--- config.mk ---
export PLATFORM = sky130hd
export DESIGN_NAME = rhht_ctrl
export DESIGN_NICKNAME = d
export VERILOG_FILES = /design/src/rtl/rhht_pkg.sv /design/src/rtl/rhht_ctrl.sv
export SDC_FILE = /design/constraint.sdc
export NUM_CORES = 1
export LEC_CHECK = 0
export BUFFER_PORTS_ARGS = -buffer_cell sky130_fd_sc_hd__buf_2
export CORE_AREA = 3 3 40 42
export CTS_CLUSTER_DIAMETER = 60
export CTS_CLUSTER_SIZE = 12
export DETAILED_ROUTE_END_ITERATION = 8
export DIE_AREA = 0 0 43 45
export GPL_ROUTABILITY_DRIVEN = 0
export SLEW_MARGIN = 10
export SYNTH_ARGS = -nofsm -noshare
export SYNTH_HDL_FRONTEND = slang
export SYNTH_SLANG_ARGS = --single-unit
--- constraint.sdc ---
create_clock -name clk -period 1.4 [get_ports clk]
set_input_delay 0.28 -clock clk [delete_from_list [all_inputs] [get_ports clk]]
set_output_delay 0.28 -clock clk [all_outputs]
set_load 0.05 [all_outputs]
--- src/rtl/rhht_pkg.sv ---
package rhht_pkg;

	// table geometry and field widths
	localparam int SLOT_COUNT = 1024;
	localparam int ADDR_W      = $clog2(SLOT_COUNT);
	localparam int CNT_W       = ADDR_W + 1;
	localparam int KEY_W       = 32;
	localparam int VAL_W       = 32;
	localparam int HASH_W      = 32;
	localparam int DIST_W      = 15;

	localparam logic [DIST_W-1:0] PROBE_CAP  = {DIST_W{1'b1}};
	localparam logic [HASH_W-1:0] HASH_MULT  = 32'h9e3779b9;
	localparam logic [CNT_W-1:0]  BC_RESET   = CNT_W'(1021);
	localparam logic [CNT_W-1:0]  BC_MIN     = CNT_W'(2);
	localparam logic [CNT_W-1:0]  BC_MAX     = CNT_W'(SLOT_COUNT);
	localparam int LOAD_NUM = 15;
	localparam int LOAD_DEN_SHIFT = 4;

	// stream widths
	localparam int S_DATA_W = 72;
	localparam int M_DATA_W = 64;

	// operation codes
	localparam logic [1:0] FN_LOOKUP = 2'd0;
	localparam logic [1:0] FN_INSERT = 2'd1;
	localparam logic [1:0] FN_REMOVE = 2'd2;

	typedef enum logic [1:0] {
		STS_OK          = 2'd0,
		STS_NOT_FOUND   = 2'd1,
		STS_LOAD_FULL   = 2'd2,
		STS_PROBE_LIMIT = 2'd3
	} status_t;

	typedef enum logic [2:0] {
		ST_CLEAR,
		ST_IDLE,
		ST_START,
		ST_DIV,
		ST_READ,
		ST_EVAL,
		ST_RESP
	} state_t;

	// one bucket of the table
	typedef struct packed {
		logic [KEY_W-1:0]  key;
		logic [HASH_W-1:0] hash;
		logic [VAL_W-1:0]  value;
		logic [DIST_W-1:0] plen;
		logic              tomb;
	} slot_t;

	// controller to datapath
	typedef struct packed {
		logic clr_en;
		logic accept;
		logic div_start;
		logic early_en;
		logic home_en;
		logic ev_en;
		logic resp_en;
	} cmd_t;

	// datapath to controller
	typedef struct packed {
		logic clr_done;
		logic div_done;
		logic early_done;
		logic ev_done;
		logic out_free;
	} sts_t;

endpackage

--- src/rtl/rhht_ctrl.sv ---
module rhht_ctrl import rhht_pkg::*; (
	input  logic clk,
	input  logic arst_n,
	input  logic s_tvalid,
	output logic s_tready,
	input  sts_t sts,
	output cmd_t cmd
);

	state_t state_q;
	state_t state_d;

	always_ff @(posedge clk or negedge arst_n) begin
		if (!arst_n)
			state_q <= ST_CLEAR;
		else
			state_q <= state_d;
	end

	// next state
	always_comb begin
		state_d = state_q;
		case (state_q)
			ST_CLEAR: if (sts.clr_done) state_d = ST_IDLE;
			ST_IDLE:  if (s_tvalid) state_d = ST_START;
			ST_START: state_d = sts.early_done ? ST_RESP : ST_DIV;
			ST_DIV:   if (sts.div_done) state_d = ST_READ;
			ST_READ:  state_d = ST_EVAL;
			ST_EVAL:  state_d = sts.ev_done ? ST_RESP : ST_READ;
			ST_RESP:  if (sts.out_free) state_d = ST_IDLE;
			default:  state_d = ST_CLEAR;
		endcase
	end

	// command outputs
	always_comb begin
		cmd      = '0;
		s_tready = 1'b0;
		case (state_q)
			ST_CLEAR: cmd.clr_en = 1'b1;
			ST_IDLE: begin
				s_tready   = 1'b1;
				cmd.accept = s_tvalid;
			end
			ST_START: begin
				cmd.early_en  = sts.early_done;
				cmd.div_start = !sts.early_done;
			end
			ST_DIV:  cmd.home_en = sts.div_done;
			ST_READ: cmd = '0;
			ST_EVAL: cmd.ev_en = 1'b1;
			ST_RESP: cmd.resp_en = sts.out_free;
			default: cmd = '0;
		endcase
	end

`ifndef SYNTHESIS
	a_one_item: assert property (@(posedge clk) disable iff (!arst_n)
		(s_tvalid && s_tready) |=> !s_tready)
		else $error("second transaction taken while busy");
	a_eval_after_read: assert property (@(posedge clk) disable iff (!arst_n)
		cmd.ev_en |-> $past(state_q) == ST_READ)
		else $error("probe evaluated without a read");
	a_resp_once: assert property (@(posedge clk) disable iff (!arst_n)
		cmd.resp_en |=> !cmd.resp_en)
		else $error("result loaded twice");
`endif

endmodule

==> metrics <==
crit path cell chain=buf_12 > nor4b_4 > buf_6; drt pass-1 iters=5; Unique masters post-synth=19; clk slew on worst S/H paths=0.04 ns; Largest regs=state_q x3; critical path endpoint category=output pin; worst-case reg-to-reg path depth=5; Worst slew margin=0.8189; Synth async-reset ratio=1.000; layout net count=66; Biggest register=state_q; Max Freq=0.6581 GHz; share of cells above drive strength 1=0.6316; Slew @ Worst Pin=0.2707 ns; Tcrit/Tclk final=1.085; outcome=finished with violations; # DRC=0; proportion of netlist area held by the largest area contributor=0.3077; unrepaired setup endpoints after global routing=yes; CP Capture Point=cmd[3]; Critical-path top delay cell=dfrtp_1; Routed WL=877 um; maximum vdd drop=1.055 mV; Post-Place Cells=63; Non-Filler Instances=72; Iteration-0 DRC Markers=6; Hold Vio Cnt, Final=0; core area=1285 um^2; synth top area cells=dfrtp_1 31%, a211oi_1 6.2%, nand2_1 6.2%, o31ai_1 6.2%, nand2b_1 5.1%; CP Max Fanout=6; CTS Buf Count=3; synth cell count leaders=4 x nand2_1, 3 x dfrtp_1, 3 x nor2_1; vias per cell=4.833; die height=45 um; Synth Flop Type=dfrtp_1; Critical Path Start Type=flop; utilization after layout=0.4401; Avg Inst Size Synth=7.870 um^2; sequential cell area=75.07 um^2; Antenna Cells=0; leakage=0.2633 nW; WP buf/inv=2; area delta synth->final=131.8%; Multi-input gate area=219.0 um^2; largest net degree at the start of global routing=11; pwr dens=2513 nW/um^2; reg2reg end=state_q[1]; clk sinks=3; CTS tree=built; Worst path depth=3; clock latency on the worst-skew pair=0.23 ns; Post-DRT Antenna Nets=0; clk buf depth=2; total number of vias=348; Syn. warnings=0; R2R Setup Slk=0.13 ns; max reg flops=3; Remaining Overflow, GRT=0; Synth Register Bits=3; Seq/Total Area, Yosys=0.3077; Largest delay share family, worst path=flip-flops; synthesized cell area=244.0 um^2; max incr delay on CP=0.41 ns; vias in the first global route=351; H-Tree Depth=1; Post-Syn Nets=39; final setup violation count=8; initial antenna violation count=0; Arr. time, crit path=1.24 ns; FP Rows=13; Initial Util=0.1899; port buffer count=15; Pins Over Slew Limit=0; fillcell total=136; failing checks=negative setup slack; MaxCap Viol Count=0; Setup crit start=state_q[2]; Setup Skew=0.0004903 ns; CTS root buffer=clkbuf_4; hpwl dp=610.6 um; total track usage=0.1026; CP Class=reg2out; synthesized instance count=31; r2r startpoint=state_q[2]; fin crit period=1.520 ns; first-pass GRT wire length=1.511 mm; Yosys top cell by area=dfrtp_1; die width=43 um; full die area=1935 um^2; Worst EP required=1.12 ns; most numerous cell in the Yosys netlist=nand2_1; PnR worst setup slack=-0.1195 ns; WL/cell=12.18 um; # IOs=16; Post-synth EDFFs=0; Hold Crit Class=in2async
[per-stage QoR]
stage	hold slack (ns)	setup TNS, ns	worst slack (ns)	area [um^2]	total power, mW
after floorplan	-0.01559	-0.3615	-0.1292	297.8	0.7830
after global placement	0.07654	0	0.02185	436.7	1.069
after detailed placement	0.07593	0	0.01973	436.7	1.072
after CTS	0.3796	-0.5990	-0.1297	555.5	1.396
after global routing	0.3851	-0.9039	-0.1750	565.5	1.497
final	0.3758	-0.5371	-0.1195	565.5	1.421
[report_power, final]
part | leakage (nW) | internal, mW | total [mW] | switching [mW]
combinational | 0.211 | 0.480 | 1.09 | 0.613
clock | 0.0150 | 0.107 | 0.150 | 0.0428
sequential | 0.0371 | 0.130 | 0.179 | 0.0482
total | 0.263 | 0.717 | 1.42 | 0.704
[layout by cell type, fill, tap and decap left out]
cell type / synthesis / routed
buf_6: 0 / 8
buf_2: 2 / 7
buf_4: 0 / 6
nor2_2: 0 / 3
nand2_1: 4 / 3
clkbuf_4: 0 / 3
dfrtp_1: 3 / 3
a211oi_1: 2 / 2
o31ai_1: 2 / 2
buf_12: 0 / 2
nand2b_2: 0 / 1
inv_4: 0 / 1
and3_1: 1 / 1
nor4b_4: 0 / 1
nor4_4: 0 / 1
nor3_2: 0 / 1
nand2_4: 0 / 1
nor3_4: 0 / 1
nand2b_1: 2 / 1
and2b_1: 1 / 1
nor3b_1: 1 / 1
o32ai_1: 1 / 1
mux2i_1: 1 / 1
o21ai_0: 1 / 1
nand3b_1: 1 / 1
a211o_1: 1 / 1
clkbuf_1: 0 / 1
dlygate4sd3_1: 0 / 1
[kinds of logic (layout without fill, tap and decap cells)]
group | Yosys count | after routing | share of synthesized area
mux | 1 | 1 | 0.04103
buf+inv | 3 | 29 | 0.05640
simple gates | 17 | 17 | 0.3795
compound gates | 7 | 7 | 0.2153
flops | 3 | 3 | 0.3077
[area by class of cell]
cell class	count	area share
sequential	3	0.1327
timing repair buffer	24	0.3894
multi-input combinational	25	0.3872
tap	15	0.03319
clock buffer	4	0.04646
inverter	1	0.01106
[layer usage]
layer | track usage | vias up | routed length [um]
li1 | - | 167 | -
met1 | 0.1162 | 168 | 349
met2 | 0.1886 | 13 | 465
met3 | 0.02390 | 0 | 62
met4 | 0.03614 | 0 | 0
met5 | 0 | - | 0
[how the worst min path moves through the flow]
stage,start,endpoint,slack (ns),cells past startpoint
after floorplan,arst_n,state_q[0],-0.02,0
after global placement,arst_n,state_q[2],0.08,1
after detailed placement,arst_n,state_q[1],0.08,1
after CTS,arst_n,state_q[1],0.38,2
after global routing,arst_n,state_q[1],0.39,2
final,arst_n,state_q[1],0.38,2
[what timing repair did]
| item | CTS | global route |
|---|---|---|
| hold buffers | 1 | 0 |
| pin swaps | 4 | 2 |
| resized for setup | 19 | 1 |
| gates cloned | 0 | 0 |
| setup buffers | 3 | 1 |
| setup endpoints to repair | 8 | 8 |
| hold endpoints to repair | 3 | 0 |
Power figures use the tool's default switching activity.
